File: src/sv/cpsc_pkg.sv
// ----------------------------------------------------------------------------
// cpsc_pkg
// Shared widths, register indexes, reset values and stage types of the
// clamped PID speed controller.
// ----------------------------------------------------------------------------
package cpsc_pkg;

  // Fraction bits of the Q8.8 gains
  localparam int FRAC_BITS = 8;

  // Field widths
  localparam int SPEED_W    = 16;
  localparam int GAIN_W     = 16;
  localparam int ERR_W      = 16;
  localparam int DIFF_W     = 17;
  localparam int INTEG_W    = 24;
  localparam int DERIV_W    = 17;
  localparam int LIM15_W    = 15;
  localparam int ILIM_W     = 23;
  localparam int DRIVE_W    = 16;
  localparam int CFG_IDX_W  = 3;
  localparam int CFG_DATA_W = 23;

  // Product and sum widths
  localparam int PP_W  = GAIN_W + ERR_W;
  localparam int PI_W  = GAIN_W + INTEG_W;
  localparam int PD_W  = GAIN_W + DERIV_W;
  localparam int SUM_W = PI_W + 2;

  // Bias that turns an arithmetic shift into truncation toward zero
  localparam logic [SUM_W-1:0] ROUND_BIAS = SUM_W'((64'd1 << FRAC_BITS) - 64'd1);

  // Register indexes
  localparam logic [CFG_IDX_W-1:0] REG_GAIN_P         = 3'd0;
  localparam logic [CFG_IDX_W-1:0] REG_GAIN_I         = 3'd1;
  localparam logic [CFG_IDX_W-1:0] REG_GAIN_D         = 3'd2;
  localparam logic [CFG_IDX_W-1:0] REG_ERROR_LIMIT    = 3'd3;
  localparam logic [CFG_IDX_W-1:0] REG_DEADBAND       = 3'd4;
  localparam logic [CFG_IDX_W-1:0] REG_INTEGRAL_LIMIT = 3'd5;
  localparam logic [CFG_IDX_W-1:0] REG_DRIVE_LIMIT    = 3'd6;

  // Register reset values
  localparam logic [GAIN_W-1:0]  RST_GAIN_P         = 16'd1280;
  localparam logic [GAIN_W-1:0]  RST_GAIN_I         = 16'd0;
  localparam logic [GAIN_W-1:0]  RST_GAIN_D         = 16'd0;
  localparam logic [LIM15_W-1:0] RST_ERROR_LIMIT    = 15'd5000;
  localparam logic [LIM15_W-1:0] RST_DEADBAND       = 15'd0;
  localparam logic [ILIM_W-1:0]  RST_INTEGRAL_LIMIT = 23'd5000;
  localparam logic [LIM15_W-1:0] RST_DRIVE_LIMIT    = 15'd5000;

  // Configuration seen by the datapath
  typedef struct packed {
    logic signed [GAIN_W-1:0] gain_p;
    logic signed [GAIN_W-1:0] gain_i;
    logic signed [GAIN_W-1:0] gain_d;
    logic [LIM15_W-1:0]       error_limit;
    logic [LIM15_W-1:0]       deadband;
    logic [ILIM_W-1:0]        integral_limit;
    logic [LIM15_W-1:0]       drive_limit;
  } cfg_t;

  // Error, integral and derivative of one item
  typedef struct packed {
    logic signed [ERR_W-1:0]   err;
    logic signed [INTEG_W-1:0] integ;
    logic signed [DERIV_W-1:0] deriv;
  } terms_t;

  // Weighted terms of one item
  typedef struct packed {
    logic signed [PP_W-1:0] pp;
    logic signed [PI_W-1:0] pi;
    logic signed [PD_W-1:0] pd;
  } prod_t;

endpackage

File: src/sv/cpsc_cfg_regs.sv
// ----------------------------------------------------------------------------
// cpsc_cfg_regs
// Configuration register file; writes to unknown indexes are dropped.
// ----------------------------------------------------------------------------
module cpsc_cfg_regs (
  input  logic                             clk,
  input  logic                             rst,
  input  logic                             cfg_valid,
  output logic                             cfg_ready,
  input  logic [cpsc_pkg::CFG_IDX_W-1:0]   cfg_index,
  input  logic [cpsc_pkg::CFG_DATA_W-1:0]  cfg_data,
  output cpsc_pkg::cfg_t                   cfg
);

  // Always take writes
  assign cfg_ready = 1'b1;

  // Update the addressed register
  always_ff @(posedge clk) begin
    if (rst) begin
      cfg.gain_p         <= cpsc_pkg::RST_GAIN_P;
      cfg.gain_i         <= cpsc_pkg::RST_GAIN_I;
      cfg.gain_d         <= cpsc_pkg::RST_GAIN_D;
      cfg.error_limit    <= cpsc_pkg::RST_ERROR_LIMIT;
      cfg.deadband       <= cpsc_pkg::RST_DEADBAND;
      cfg.integral_limit <= cpsc_pkg::RST_INTEGRAL_LIMIT;
      cfg.drive_limit    <= cpsc_pkg::RST_DRIVE_LIMIT;
    end else if (cfg_valid) begin
      unique case (cfg_index)
        cpsc_pkg::REG_GAIN_P:         cfg.gain_p <= cfg_data[cpsc_pkg::GAIN_W-1:0];
        cpsc_pkg::REG_GAIN_I:         cfg.gain_i <= cfg_data[cpsc_pkg::GAIN_W-1:0];
        cpsc_pkg::REG_GAIN_D:         cfg.gain_d <= cfg_data[cpsc_pkg::GAIN_W-1:0];
        cpsc_pkg::REG_ERROR_LIMIT:    cfg.error_limit <= cfg_data[cpsc_pkg::LIM15_W-1:0];
        cpsc_pkg::REG_DEADBAND:       cfg.deadband <= cfg_data[cpsc_pkg::LIM15_W-1:0];
        cpsc_pkg::REG_INTEGRAL_LIMIT: cfg.integral_limit <= cfg_data[cpsc_pkg::ILIM_W-1:0];
        cpsc_pkg::REG_DRIVE_LIMIT:    cfg.drive_limit <= cfg_data[cpsc_pkg::LIM15_W-1:0];
        default: begin
        end
      endcase
    end
  end

endmodule

File: src/sv/cpsc_error_stage.sv
// ----------------------------------------------------------------------------
// cpsc_error_stage
// Input register, then error clamp, deadband, integral and derivative with
// the controller state.
// ----------------------------------------------------------------------------
module cpsc_error_stage (
  input  logic                                clk,
  input  logic                                rst,
  input  cpsc_pkg::cfg_t                      cfg,
  input  logic                                in_valid,
  output logic                                in_ready,
  input  logic signed [cpsc_pkg::SPEED_W-1:0] target_speed,
  input  logic signed [cpsc_pkg::SPEED_W-1:0] measured_speed,
  output logic                                out_valid,
  input  logic                                out_ready,
  output cpsc_pkg::terms_t                    out_terms
);

  localparam int DIFF_W  = cpsc_pkg::DIFF_W;
  localparam int ERR_W   = cpsc_pkg::ERR_W;
  localparam int INTEG_W = cpsc_pkg::INTEG_W;

  logic                      in_held;
  logic signed [cpsc_pkg::SPEED_W-1:0] target_q;
  logic signed [cpsc_pkg::SPEED_W-1:0] measured_q;
  logic signed [ERR_W-1:0]   previous_error;
  logic signed [INTEG_W-1:0] integral_sum;

  logic                      stage_ready;
  logic signed [DIFF_W-1:0]  diff;
  logic signed [DIFF_W-1:0]  err_lim;
  logic signed [DIFF_W-1:0]  diff_clamped;
  logic signed [ERR_W-1:0]   err_raw;
  logic [ERR_W-1:0]          err_mag;
  logic signed [ERR_W-1:0]   err;
  logic signed [INTEG_W:0]   integ_sum;
  logic signed [INTEG_W:0]   integ_lim;
  logic signed [INTEG_W:0]   integ_clamped;
  logic signed [cpsc_pkg::DERIV_W-1:0] deriv;

  // Ready chain
  assign stage_ready = !out_valid || out_ready;
  assign in_ready    = !in_held || stage_ready;

  // Clamp the error
  always_comb begin
    diff    = {target_q[cpsc_pkg::SPEED_W-1], target_q}
            - {measured_q[cpsc_pkg::SPEED_W-1], measured_q};
    err_lim = $signed({2'b00, cfg.error_limit});
    if (diff > err_lim) begin
      diff_clamped = err_lim;
    end else if (diff < -err_lim) begin
      diff_clamped = -err_lim;
    end else begin
      diff_clamped = diff;
    end
    err_raw = diff_clamped[ERR_W-1:0];
  end

  // Zero errors inside the deadband
  always_comb begin
    err_mag = err_raw[ERR_W-1] ? ERR_W'(-err_raw) : ERR_W'(err_raw);
    err     = (err_mag < {1'b0, cfg.deadband}) ? '0 : err_raw;
  end

  // Accumulate and clamp the integral, form the derivative
  always_comb begin
    integ_sum = {integral_sum[INTEG_W-1], integral_sum}
              + {{(INTEG_W + 1 - ERR_W){err[ERR_W-1]}}, err};
    integ_lim = $signed({2'b00, cfg.integral_limit});
    if (integ_sum > integ_lim) begin
      integ_clamped = integ_lim;
    end else if (integ_sum < -integ_lim) begin
      integ_clamped = -integ_lim;
    end else begin
      integ_clamped = integ_sum;
    end
    deriv = {err[ERR_W-1], err} - {previous_error[ERR_W-1], previous_error};
  end

  // Control and state
  always_ff @(posedge clk) begin
    if (rst) begin
      in_held        <= 1'b0;
      out_valid      <= 1'b0;
      previous_error <= '0;
      integral_sum   <= '0;
    end else begin
      if (in_ready) begin
        in_held <= in_valid;
      end
      if (stage_ready) begin
        out_valid <= in_held;
      end
      if (stage_ready && in_held) begin
        previous_error <= err;
        integral_sum   <= integ_clamped[INTEG_W-1:0];
      end
    end
  end

  // Payload
  always_ff @(posedge clk) begin
    if (in_ready && in_valid) begin
      target_q   <= target_speed;
      measured_q <= measured_speed;
    end
    if (stage_ready && in_held) begin
      out_terms.err   <= err;
      out_terms.integ <= integ_clamped[INTEG_W-1:0];
      out_terms.deriv <= deriv;
    end
  end

endmodule

File: src/sv/cpsc_mult_stage.sv
// ----------------------------------------------------------------------------
// cpsc_mult_stage
// Weights error, integral and derivative by their gains.
// ----------------------------------------------------------------------------
module cpsc_mult_stage (
  input  logic             clk,
  input  logic             rst,
  input  cpsc_pkg::cfg_t   cfg,
  input  logic             in_valid,
  output logic             in_ready,
  input  cpsc_pkg::terms_t in_terms,
  output logic             out_valid,
  input  logic             out_ready,
  output cpsc_pkg::prod_t  out_prod
);

  logic signed [cpsc_pkg::PP_W-1:0] pp;
  logic signed [cpsc_pkg::PI_W-1:0] pi;
  logic signed [cpsc_pkg::PD_W-1:0] pd;

  assign in_ready = !out_valid || out_ready;

  // Three parallel signed products
  assign pp = $signed(cfg.gain_p) * $signed(in_terms.err);
  assign pi = $signed(cfg.gain_i) * $signed(in_terms.integ);
  assign pd = $signed(cfg.gain_d) * $signed(in_terms.deriv);

  // Advance the valid flag
  always_ff @(posedge clk) begin
    if (rst) begin
      out_valid <= 1'b0;
    end else if (in_ready) begin
      out_valid <= in_valid;
    end
  end

  // Hold products
  always_ff @(posedge clk) begin
    if (in_ready && in_valid) begin
      out_prod.pp <= pp;
      out_prod.pi <= pi;
      out_prod.pd <= pd;
    end
  end

endmodule

File: src/sv/cpsc_drive_stage.sv
// ----------------------------------------------------------------------------
// cpsc_drive_stage
// Sums the weighted terms, drops fraction bits toward zero and saturates
// into the output register.
// ----------------------------------------------------------------------------
module cpsc_drive_stage (
  input  logic                                clk,
  input  logic                                rst,
  input  cpsc_pkg::cfg_t                      cfg,
  input  logic                                in_valid,
  output logic                                in_ready,
  input  cpsc_pkg::prod_t                     in_prod,
  output logic                                out_valid,
  input  logic                                out_ready,
  output logic signed [cpsc_pkg::DRIVE_W-1:0] drive
);

  localparam int SUM_W = cpsc_pkg::SUM_W;

  logic signed [SUM_W-1:0] sum;
  logic signed [SUM_W-1:0] biased;
  logic signed [SUM_W-1:0] scaled;
  logic signed [SUM_W-1:0] drv_lim;
  logic signed [SUM_W-1:0] drv_clamped;

  assign in_ready = !out_valid || out_ready;

  // Sum, truncate toward zero, saturate
  always_comb begin
    sum     = SUM_W'($signed(in_prod.pp)) + SUM_W'($signed(in_prod.pi))
            + SUM_W'($signed(in_prod.pd));
    biased  = sum + (sum[SUM_W-1] ? $signed(cpsc_pkg::ROUND_BIAS) : $signed(SUM_W'(0)));
    scaled  = biased >>> cpsc_pkg::FRAC_BITS;
    drv_lim = $signed({{(SUM_W - cpsc_pkg::LIM15_W){1'b0}}, cfg.drive_limit});
    if (scaled > drv_lim) begin
      drv_clamped = drv_lim;
    end else if (scaled < -drv_lim) begin
      drv_clamped = -drv_lim;
    end else begin
      drv_clamped = scaled;
    end
  end

  // Output valid
  always_ff @(posedge clk) begin
    if (rst) begin
      out_valid <= 1'b0;
    end else if (in_ready) begin
      out_valid <= in_valid;
    end
  end

  // Output payload
  always_ff @(posedge clk) begin
    if (in_ready && in_valid) begin
      drive <= drv_clamped[cpsc_pkg::DRIVE_W-1:0];
    end
  end

endmodule

File: src/sv/clamped_pid_speed_controller.sv
// ----------------------------------------------------------------------------
// clamped_pid_speed_controller
// Positional PID speed loop with clamped error, clamped integral and
// saturated drive.
// ----------------------------------------------------------------------------
// Usage:
//   Send one item per control period on the s_t* channel: target speed and
//   measured speed. Each item yields exactly one drive item on m_t*.
//   The user writes gains and limits on the cfg_* channel (index, data)
//   only while no item is in flight; the block does not enforce this.
//   cfg_ready is always high. An item taken loads the input register, then
//   passes the error/integral register, the product register and the
//   output register before its drive shows on m_tvalid.
//   Throughput is one item per cycle while m_tready stays high; every stage
//   has its own valid flag, so bubbles close up and a new item is taken
//   while an earlier drive waits on the output.
//   Controller state (previous error, integral) updates as each item leaves
//   the error stage.
//   Reset clears all valid flags and the state and loads the register reset
//   values. When m_tready is low, the pipeline holds its items and s_tready
//   drops once every stage is full.
// ----------------------------------------------------------------------------
module clamped_pid_speed_controller (
  input  logic                              clk,
  input  logic                              rst,
  // tdata: target_speed [15:0], measured_speed [31:16]
  input  logic                              s_tvalid,
  output logic                              s_tready,
  input  logic [31:0]                       s_tdata,
  // tdata: drive [15:0]
  output logic                              m_tvalid,
  input  logic                              m_tready,
  output logic [15:0]                       m_tdata,
  // configuration write channel
  input  logic                              cfg_valid,
  output logic                              cfg_ready,
  input  logic [cpsc_pkg::CFG_IDX_W-1:0]    cfg_index,
  input  logic [cpsc_pkg::CFG_DATA_W-1:0]   cfg_data
);

  cpsc_pkg::cfg_t   cfg;
  cpsc_pkg::terms_t terms;
  cpsc_pkg::prod_t  prod;
  logic             terms_valid;
  logic             terms_ready;
  logic             prod_valid;
  logic             prod_ready;
  logic signed [cpsc_pkg::DRIVE_W-1:0] drive;

  cpsc_cfg_regs u_cfg (
    .clk       (clk),
    .rst       (rst),
    .cfg_valid (cfg_valid),
    .cfg_ready (cfg_ready),
    .cfg_index (cfg_index),
    .cfg_data  (cfg_data),
    .cfg       (cfg)
  );

  cpsc_error_stage u_err (
    .clk            (clk),
    .rst            (rst),
    .cfg            (cfg),
    .in_valid       (s_tvalid),
    .in_ready       (s_tready),
    .target_speed   (s_tdata[15:0]),
    .measured_speed (s_tdata[31:16]),
    .out_valid      (terms_valid),
    .out_ready      (terms_ready),
    .out_terms      (terms)
  );

  cpsc_mult_stage u_mult (
    .clk       (clk),
    .rst       (rst),
    .cfg       (cfg),
    .in_valid  (terms_valid),
    .in_ready  (terms_ready),
    .in_terms  (terms),
    .out_valid (prod_valid),
    .out_ready (prod_ready),
    .out_prod  (prod)
  );

  cpsc_drive_stage u_drive (
    .clk       (clk),
    .rst       (rst),
    .cfg       (cfg),
    .in_valid  (prod_valid),
    .in_ready  (prod_ready),
    .in_prod   (prod),
    .out_valid (m_tvalid),
    .out_ready (m_tready),
    .drive     (drive)
  );

  assign m_tdata = drive;

endmodule

File: config.mk
export PLATFORM = sky130hd
export DESIGN_NAME = clamped_pid_speed_controller
export DESIGN_NICKNAME = d
export VERILOG_FILES = /design/src/sv/cpsc_pkg.sv /design/src/sv/cpsc_cfg_regs.sv /design/src/sv/cpsc_error_stage.sv /design/src/sv/cpsc_mult_stage.sv /design/src/sv/cpsc_drive_stage.sv /design/src/sv/clamped_pid_speed_controller.sv
export SDC_FILE = /design/constraint.sdc
export NUM_CORES = 2
export LEC_CHECK = 0
export BUFFER_PORTS_ARGS = -buffer_cell sky130_fd_sc_hd__buf_4
export CORE_MARGIN = 4
export CORE_UTILIZATION = 65
export DETAILED_ROUTE_END_ITERATION = 10
export PLACE_DENSITY = 0.78
export SLEW_MARGIN = 0
export SYNTH_ARGS = -nofsm -noshare
export SYNTH_HDL_FRONTEND = slang
export SYNTH_SLANG_ARGS = --single-unit
File: constraint.sdc
create_clock -name clk -period 16.5 [get_ports clk]
set_clock_uncertainty 0.1 [all_clocks]
set_input_delay 1.65 -clock clk [delete_from_list [all_inputs] [get_ports clk]]
set_output_delay 1.65 -clock clk [all_outputs]
set_load 0.01 [all_outputs]
Word-level counts from Yosys, hierarchy flattened
Index checks and enable logic that the tools add are counted.
{"block": "word_totals", "regBits": 370, "input_bits": 63, "wordCells": 78}
{"block": "op_classes", "n_addsub": 10, "multipliers": 3, "n_lt_le_gt_ge": 7, "n_eq_ne": 6, "n_mux": 9, "n_reduce_logical": 20}
{"cell": "$mux W16", "n": 5}
{"cell": "$mux W24", "n": 2}
{"cell": "$add A41 B33 Y42", "n": 1}
{"cell": "$add A42 B9 Y42", "n": 1}
{"cell": "$lt A34 B42 Y1", "n": 1}
{"cell": "$neg A15 Y42", "n": 1}
{"cell": "$add A32 B40 Y41", "n": 1}
{"cell": "$mul A16 B24 Y40", "n": 1}
{"cell": "$gt A34 B16 Y1", "n": 1}
{"cell": "$sub A16 B16 Y17", "n": 2}
{"cell": "$mul A16 B17 Y33", "n": 1}
{"cell": "$mul A16 B16 Y32", "n": 1}
{"cell": "$add A24 B16 Y25", "n": 1}
{"cell": "$gt A25 B24 Y1", "n": 1}
{"cell": "$lt A25 B25 Y1", "n": 1}
{"cell": "$neg A23 Y25", "n": 1}
{"cell": "$gt A17 B16 Y1", "n": 1}
{"cell": "$lt A17 B17 Y1", "n": 1}
{"cell": "$neg A15 Y17", "n": 1}
{"cell": "$lt A16 B15 Y1", "n": 1}
{"cell": "$neg A16 Y16", "n": 1}
{"cell": "$mux W15", "n": 1}
{"cell": "$reduce_and A2 Y1", "n": 7}
{"cell": "$eq A3 B3 Y1 const B", "n": 3}
{"cell": "7 further kinds", "n": 17}

Longest topological paths before layout
{"block": "depth", "ltp_word": 12, "mapped_depth": 69, "depth_no_buf": 64}

By module
A second synthesis with hierarchy kept.
{"block": "hier_totals", "hier_cells": 6529, "hier_area_um2": 60072.6}
{"mod": "cpsc_mult_stage", "instances": 1, "cells_per_inst": 3916, "area_per_inst_um2": 37023.0}
{"mod": "cpsc_error_stage", "instances": 1, "cells_per_inst": 1297, "area_per_inst_um2": 11304.6}
{"mod": "cpsc_drive_stage", "instances": 1, "cells_per_inst": 896, "area_per_inst_um2": 7143.1}
{"mod": "cpsc_cfg_regs", "instances": 1, "cells_per_inst": 420, "area_per_inst_um2": 4601.9}

Worst setup path after synthesis
No wires, ideal clock.
{"block": "synth_timing", "kind": "register to register", "startpoint": "reg u_cfg.cfg[53] (netlist name)", "endpoint": "reg u_err.integral_sum[14]", "arrival_ns": 11.849, "t_required_ns": 16.330, "setup_slack_ns": 4.480, "stages_incl_launch_ff": 56, "path_buffers": 6, "synth_period_minus_slack_ns": 12.020, "path_cell_list": "dfxtp_1 -> inv_1 -> ha_1 -> nand4_1 -> or3_1 -> clkbuf_1 -> or3_1 -> or3_1 -> or3_1 -> xnor2_1 -> ha_1 -> a21oi_1 -> nand3_1 -> o21ai_0 -> clkbuf_1 -> mux2_2 -> o21ai_0 -> nand3_1 -> [... 20 more ...] -> o21a_1 -> o2111ai_1 -> nand2_1 -> a21o_1 -> a21oi_1 -> xnor2_1 -> ha_1 -> or4_1 -> a221oi_1 -> a21oi_1 -> o211ai_1 -> a31oi_1 -> o21bai_1 -> clkbuf_1 -> buf_1 -> mux2i_1 -> nand2_1 -> a21oi_1"}
{"block": "synth_via", "elab_chain_len": 12, "word_cells_on_any_way": 14, "classes_between": "3 x add/sub; 5 x order compare; 6 x mux"}
{"element": "$neg A15 Y17", "line_no": "cpsc_error_stage.sv:52", "source": "end else if (diff < -err_lim) begin"}
{"element": "$lt A17 B17 Y1", "line_no": "cpsc_error_stage.sv:52"}
{"element": "$mux W16", "line_no": "cpsc_error_stage.sv:52"}
{"element": "$mux W16 (*)", "line_no": "cpsc_error_stage.sv:50", "source": "if (diff > err_lim) begin"}
{"element": "$neg A16 Y16", "line_no": "cpsc_error_stage.sv:62", "source": "err_mag = err_raw[ERR_W-1] ? ERR_W'(-err_raw) : ERR_W'(err_raw);"}
{"element": "$mux W16", "line_no": "cpsc_error_stage.sv:62"}
{"element": "$lt A16 B15 Y1", "line_no": "cpsc_error_stage.sv:63", "source": "err = (err_mag < {1'b0, cfg.deadband}) ? '0 : err_raw;"}
{"element": "$mux W16 (*)", "line_no": "cpsc_error_stage.sv:63"}
{"element": "net u_err.err[0]", "line_no": "cpsc_error_stage.sv:35", "source": "logic signed [ERR_W-1:0] err;"}
{"element": "$add A24 B16 Y25 (*)", "line_no": "cpsc_error_stage.sv:69", "source": "+ {{(INTEG_W + 1 - ERR_W){err[ERR_W-1]}}, err};"}
{"element": "$lt A25 B25 Y1", "line_no": "cpsc_error_stage.sv:73", "source": "end else if (integ_sum < -integ_lim) begin"}
{"element": "$mux W24", "line_no": "cpsc_error_stage.sv:73"}
{"element": "$mux W24 (*)", "line_no": "cpsc_error_stage.sv:71", "source": "if (integ_sum > integ_lim) begin"}
{"element": "net u_err.integ_clamped[14]", "line_no": "cpsc_error_stage.sv:38", "source": "logic signed [INTEG_W:0] integ_clamped;"}
{"element": "end signal: assignment", "line_no": "cpsc_error_stage.sv:97", "source": "integral_sum <= integ_clamped[INTEG_W-1:0];"}
{"element": "end: declaration", "line_no": "cpsc_error_stage.sv:27", "source": "logic signed [INTEG_W-1:0] integral_sum;"}
Mark *: on every way through the listed nets, which the timed path passes. The rest lies on a longest branch.
A chain may end at the register's enable or synchronous reset.

Worst setup path after layout
{"block": "layout_timing", "startpoint": "reg u_err.measured_q[0] (netlist bit)", "endpoint": "reg u_err.integral_sum[4]"}
{"block": "layout_via", "elab_chain_len": 12, "word_cells_on_any_way": 14, "classes_between": "3 x add/sub; 5 x order compare; 6 x mux"}
{"element": "start: declaration", "line_no": "cpsc_error_stage.sv:25", "source": "logic signed [cpsc_pkg::SPEED_W-1:0] measured_q;"}
{"element": "start signal: assignment", "line_no": "cpsc_error_stage.sv:106", "source": "measured_q <= measured_speed;"}
{"element": "$sub A16 B16 Y17 (*)", "line_no": "cpsc_error_stage.sv:48", "source": "- {measured_q[cpsc_pkg::SPEED_W-1], measured_q};"}
{"element": "$lt A17 B17 Y1", "line_no": "cpsc_error_stage.sv:52"}
{"element": "$mux W16", "line_no": "cpsc_error_stage.sv:52"}
{"element": "$mux W16 (*)", "line_no": "cpsc_error_stage.sv:50"}
{"element": "$neg A16 Y16", "line_no": "cpsc_error_stage.sv:62"}
{"element": "$mux W16", "line_no": "cpsc_error_stage.sv:62"}
{"element": "$lt A16 B15 Y1", "line_no": "cpsc_error_stage.sv:63"}
{"element": "$mux W16 (*)", "line_no": "cpsc_error_stage.sv:63"}
{"element": "net u_err.err[2]", "line_no": "cpsc_error_stage.sv:35"}
{"element": "$add A24 B16 Y25 (*)", "line_no": "cpsc_error_stage.sv:69"}
{"element": "$lt A25 B25 Y1", "line_no": "cpsc_error_stage.sv:73"}
{"element": "$mux W24", "line_no": "cpsc_error_stage.sv:73"}
{"element": "$mux W24 (*)", "line_no": "cpsc_error_stage.sv:71"}
{"element": "net u_err.integ_clamped[4]", "line_no": "cpsc_error_stage.sv:38"}
Marked as above.

==> results <==
- The residual DRC count is 0.
- The worst setup path is captured at a register.
- The sum of internal, switching and leakage power is 8260 uW.
- The deepest level of the CTS H-tree is 2.
- The number of nets in the synthesized netlist is 7831.
- The number of buffers created by CTS is 46.
- The number of global-route vias before repair was 46400.
- The fraction of final layout cells with drive strength greater than 1 is 0.0396.
- The initial cell density of the core is 0.655.
- The tree is rooted in a sky130_fd_sc_hd__clkbuf_16.
- Dividing total power by cell area gives a power density of 136 nW/um^2.
- The final global-route overflow total is 0.
- The number of hold-repair buffers added at the cts stage is 0.
- The die footprint is between 90000 and 100000 sq um.
- The pre-antenna-repair detailed-routing pass consisted of 6 iterations.
- The width of the chip is 306 um.
- The worst setup path is of the register to register kind.
- The filler cell count in the final layout is 6872.
- The leakage power of the design is 0.0273 uW.
- The synthesized design contains 210 enable-type register cells.
- From synthesis to final layout, the design area changed by 5.44%.
- The number of sinks on the clock net is 370.
- Together, buffers and inverters on the worst path number 1.
- The most numerous cell on the critical path is sky130_fd_sc_hd__o21ai_0.
- In this run the core area contains 109 standard-cell rows.
- The sum of net half-perimeters after detailed placement is 120000 um.
- TritonCTS built the clock tree.
- In the synthesized netlist the dominant register cell turns out to be sky130_fd_sc_hd__edfxtp_1.
- The number of buffer cells added on primary ports is 80.
- The placer congestion estimate is 0.947.
- The flow ran to the end, and the final reports show no timing, DRC or antenna violations.
- In the routed layout, each cell is associated on average with a via count of 5.90.
- In this run the worst hold path is classified as register to register.
- The total wirelength of the detailed-routed design is ~150000 um.
- For this run, the total global-route usage over all layers was measured as 0.338.
- The worst path in the final design needs a cycle of 14760 ps, including I/O delays and setup.
- After routing, the total negative slack on setup checks comes to 0 ps.
- The final hold violation count is 0.
- In this design, the stage delay of the slowest critical-path cell is 750 ps.
- The number of nets in the finished design is 7772.
- In this design, the largest share of critical-path delay is due to compound AO/OA/AOI/OAI gates.
- After detailed placement, the design holds a cell count of 7351.
- The final setup violation count is 0.
- The highest fanout seen on the critical path is 21.
- Buffers added to address setup during post-CTS repair amount to 0.
- Synthesis handed over a netlist of 6293 instances.
- The share of synthesized area occupied by flip-flops and latches is 0.165.
- The initial antenna violation count is 7.
- Dividing the detail-routed wire length by the instance count gives 20.6 um.
- The number of storage elements in the synthesis netlist is 370.
- The startpoint type of the worst setup path is a register.
- For this run, the number of Yosys warnings is 0.
- Based on the critical path, the design can be clocked at up to about 68 MHz.
- Counting along the longest clock path gives a buffer depth of 3.
- Measured against its own limit, the worst slew margin works out to 0.105.
- The first global-routing pass estimated 249000 um of wire.
- The number of slew-limit violations in the final report came to 0.
- Setup repair after global routing left no endpoint under its margin.
- In this run the remaining antenna-violating nets after routing total 0.
- Across the run, the number of max-cap violations was 0.
- 82 I/O pins were placed.
- The vertical extent of the die is just over 300 um.
- Of all flip-flops after synthesis, the portion carrying an async set or reset was 0.
- The final period utilization is 0.895.
- For this design, the slowest cell found on the critical path is sky130_fd_sc_hd__a31oi_1.
- At the worst endpoint, the arrival time is 15180 ps.
- Each instance of the synthesized netlist takes up on average 9.18 sq um.
- Summing every instance area after synthesis gives ~58000 sq um.
- IR analysis of the VDD net gives a maximum drop of 236 uV.
- Entering global routing, the biggest net connects 100 pins.
- The transition time at the pin with the least slew margin is 1340 ps.
- The required time reported for the critical path endpoint is 16920 ps.
- The post-layout worst setup margin is 1740 ps.
- The detailed router finished its first iteration with 3300 violations.
- The total of cells resized after clock tree synthesis is 0.
- At the placement stage, the worst setup path has a slack of 2030 ps.
- Excluding fillers, the count of instances in the completed layout stands at 7437.
- Synthesis instantiated 97 different standard cells from the library.
- The insertion delay to the later sink of the worst-skew pair is around 630 ps.
- The placeable core region is around 90000 sq um.
- For this block, the via count after detailed routing is 43900.
- The clock input transition at the sequential cells of the worst setup and hold paths is 60 ps.
[power by group]
part	internal [uW]	switching, uW
sequential	1290	450
combinational	2160	3250
clock	663	445
[area by class of cell]
cell class	count	area [sq um]	area share
clock inverters	26	332	0.00544
flip-flops and latches	370	9510	0.156
inverters	1130	4240	0.0696
well taps	1165	1460	0.0239
multi-input cells	4569	43200	0.709
diodes	2	5.00	0.0000822
repair buffers	117	878	0.0144
clock buffers	58	1310	0.0215
[tightest hold or removal path, stage by stage (launching register included)]
cell and delay (ps):
sky130_fd_sc_hd__dfxtp_1 300, sky130_fd_sc_hd__nand2_1 50, sky130_fd_sc_hd__a21oi_1 50
[cell usage in the layout (no fill, tap or decap), types with 57 or more instances in the layout]
master / count
sky130_fd_sc_hd__inv_1: 1129
sky130_fd_sc_hd__fa_1: 956
sky130_fd_sc_hd__nand2_1: 950
sky130_fd_sc_hd__ha_1: 519
sky130_fd_sc_hd__and2_1: 360
sky130_fd_sc_hd__a21oi_1: 308
sky130_fd_sc_hd__edfxtp_1: 210
sky130_fd_sc_hd__nor2_1: 202
sky130_fd_sc_hd__xnor2_1: 196
sky130_fd_sc_hd__dfxtp_1: 160
sky130_fd_sc_hd__buf_4: 117
sky130_fd_sc_hd__o21ai_0: 112
sky130_fd_sc_hd__nand2b_1: 93
sky130_fd_sc_hd__a21o_1: 69
sky130_fd_sc_hd__nor3_1: 61
sky130_fd_sc_hd__xor2_1: 60
sky130_fd_sc_hd__nand3_1: 58
sky130_fd_sc_hd__mux2i_1: 57
[Yosys cell counts, types with 17 or more instances]
cell	count	area, sq um
sky130_fd_sc_hd__nand3_1	58	290
sky130_fd_sc_hd__nand2_1	950	3570
sky130_fd_sc_hd__inv_1	1130	4240
sky130_fd_sc_hd__a211oi_1	23	173
sky130_fd_sc_hd__a31oi_1	23	144
sky130_fd_sc_hd__o21ai_0	113	566
sky130_fd_sc_hd__nand3b_1	22	165
sky130_fd_sc_hd__and3_1	49	307
sky130_fd_sc_hd__nor2b_1	48	300
sky130_fd_sc_hd__nor4_1	17	106
sky130_fd_sc_hd__edfxtp_1	210	6310
sky130_fd_sc_hd__nand4_1	39	244
sky130_fd_sc_hd__clkbuf_1	213	800
sky130_fd_sc_hd__a21o_1	69	518
sky130_fd_sc_hd__xor2_1	60	526
sky130_fd_sc_hd__fa_1	956	19100
sky130_fd_sc_hd__o21a_1	55	413
sky130_fd_sc_hd__ha_1	519	6490
sky130_fd_sc_hd__a21boi_0	21	158
sky130_fd_sc_hd__o211ai_1	20	150
sky130_fd_sc_hd__a21oi_1	309	1550
sky130_fd_sc_hd__nor3_1	61	305
sky130_fd_sc_hd__mux2i_1	57	571
sky130_fd_sc_hd__nand2b_1	93	582
sky130_fd_sc_hd__dfxtp_1	160	3200
sky130_fd_sc_hd__nor2_1	204	766
sky130_fd_sc_hd__o21bai_1	22	165
sky130_fd_sc_hd__and2_1	360	2250
sky130_fd_sc_hd__xnor2_1	196	1720
[flip-flops by register name, indices dropped and copies added, names as in the netlist]
| register | count |
|---|---|
| u_err.out_terms | 57 |
| u_err.measured_q | 16 |
| u_drive.drive | 16 |
| u_err.target_q | 16 |
| u_err.in_held | 1 |
| u_err.out_valid | 1 |
| u_mult.out_valid | 1 |
| u_cfg.cfg | 116 |
| u_err.previous_error | 16 |
| u_drive.out_valid | 1 |
| u_err.integral_sum | 24 |
| u_mult.out_prod | 105 |
[per-layer routing]
layer / global-route usage / vias to the layer above / share of wire
met5: 0 / - / 0.00057
met4: 0.169 / 12 / 0.061
met1: 0.441 / 21700 / 0.39
li1: - / 19800 / -
met3: 0.0685 / 438 / 0.089
met2: 0.541 / 1910 / 0.46
[through the flow]
stage           util  hold slack, ps  instance area [sq um]
2_1_floorplan      -             325                  57800
3_3_place_gp   0.672             341                  59300
3_5_place_dp   0.672             341                  59300
4_1_cts        0.690             355                  60900
5_1_grt        0.690             380                  60900
6_report       0.690             353                  60900
[worst paths after layout]
path	cells after the start	from	slack (ps)	end
setup / recovery	54	u_err.measured_q[0]	1740	u_err.integral_sum[4]
hold / removal	2	u_cfg.cfg[46]	350	u_cfg.cfg[46]
hold reg to reg	2	u_cfg.cfg[46]	350	u_cfg.cfg[46]
setup reg to reg	54	u_err.measured_q[0]	1740	u_err.integral_sum[4]
[logic make-up after synthesis]
group	synth area share
xor gates and xnor gates	0.0388
AOI/OAI and AO/OA	0.0886
muxes	0.0111
and+or+nand+nor	0.165
buffers and inverters	0.0884
DFF	0.165
other	0.0000649
adders and majority gates	0.444
(Power assumes the default switching activity.)
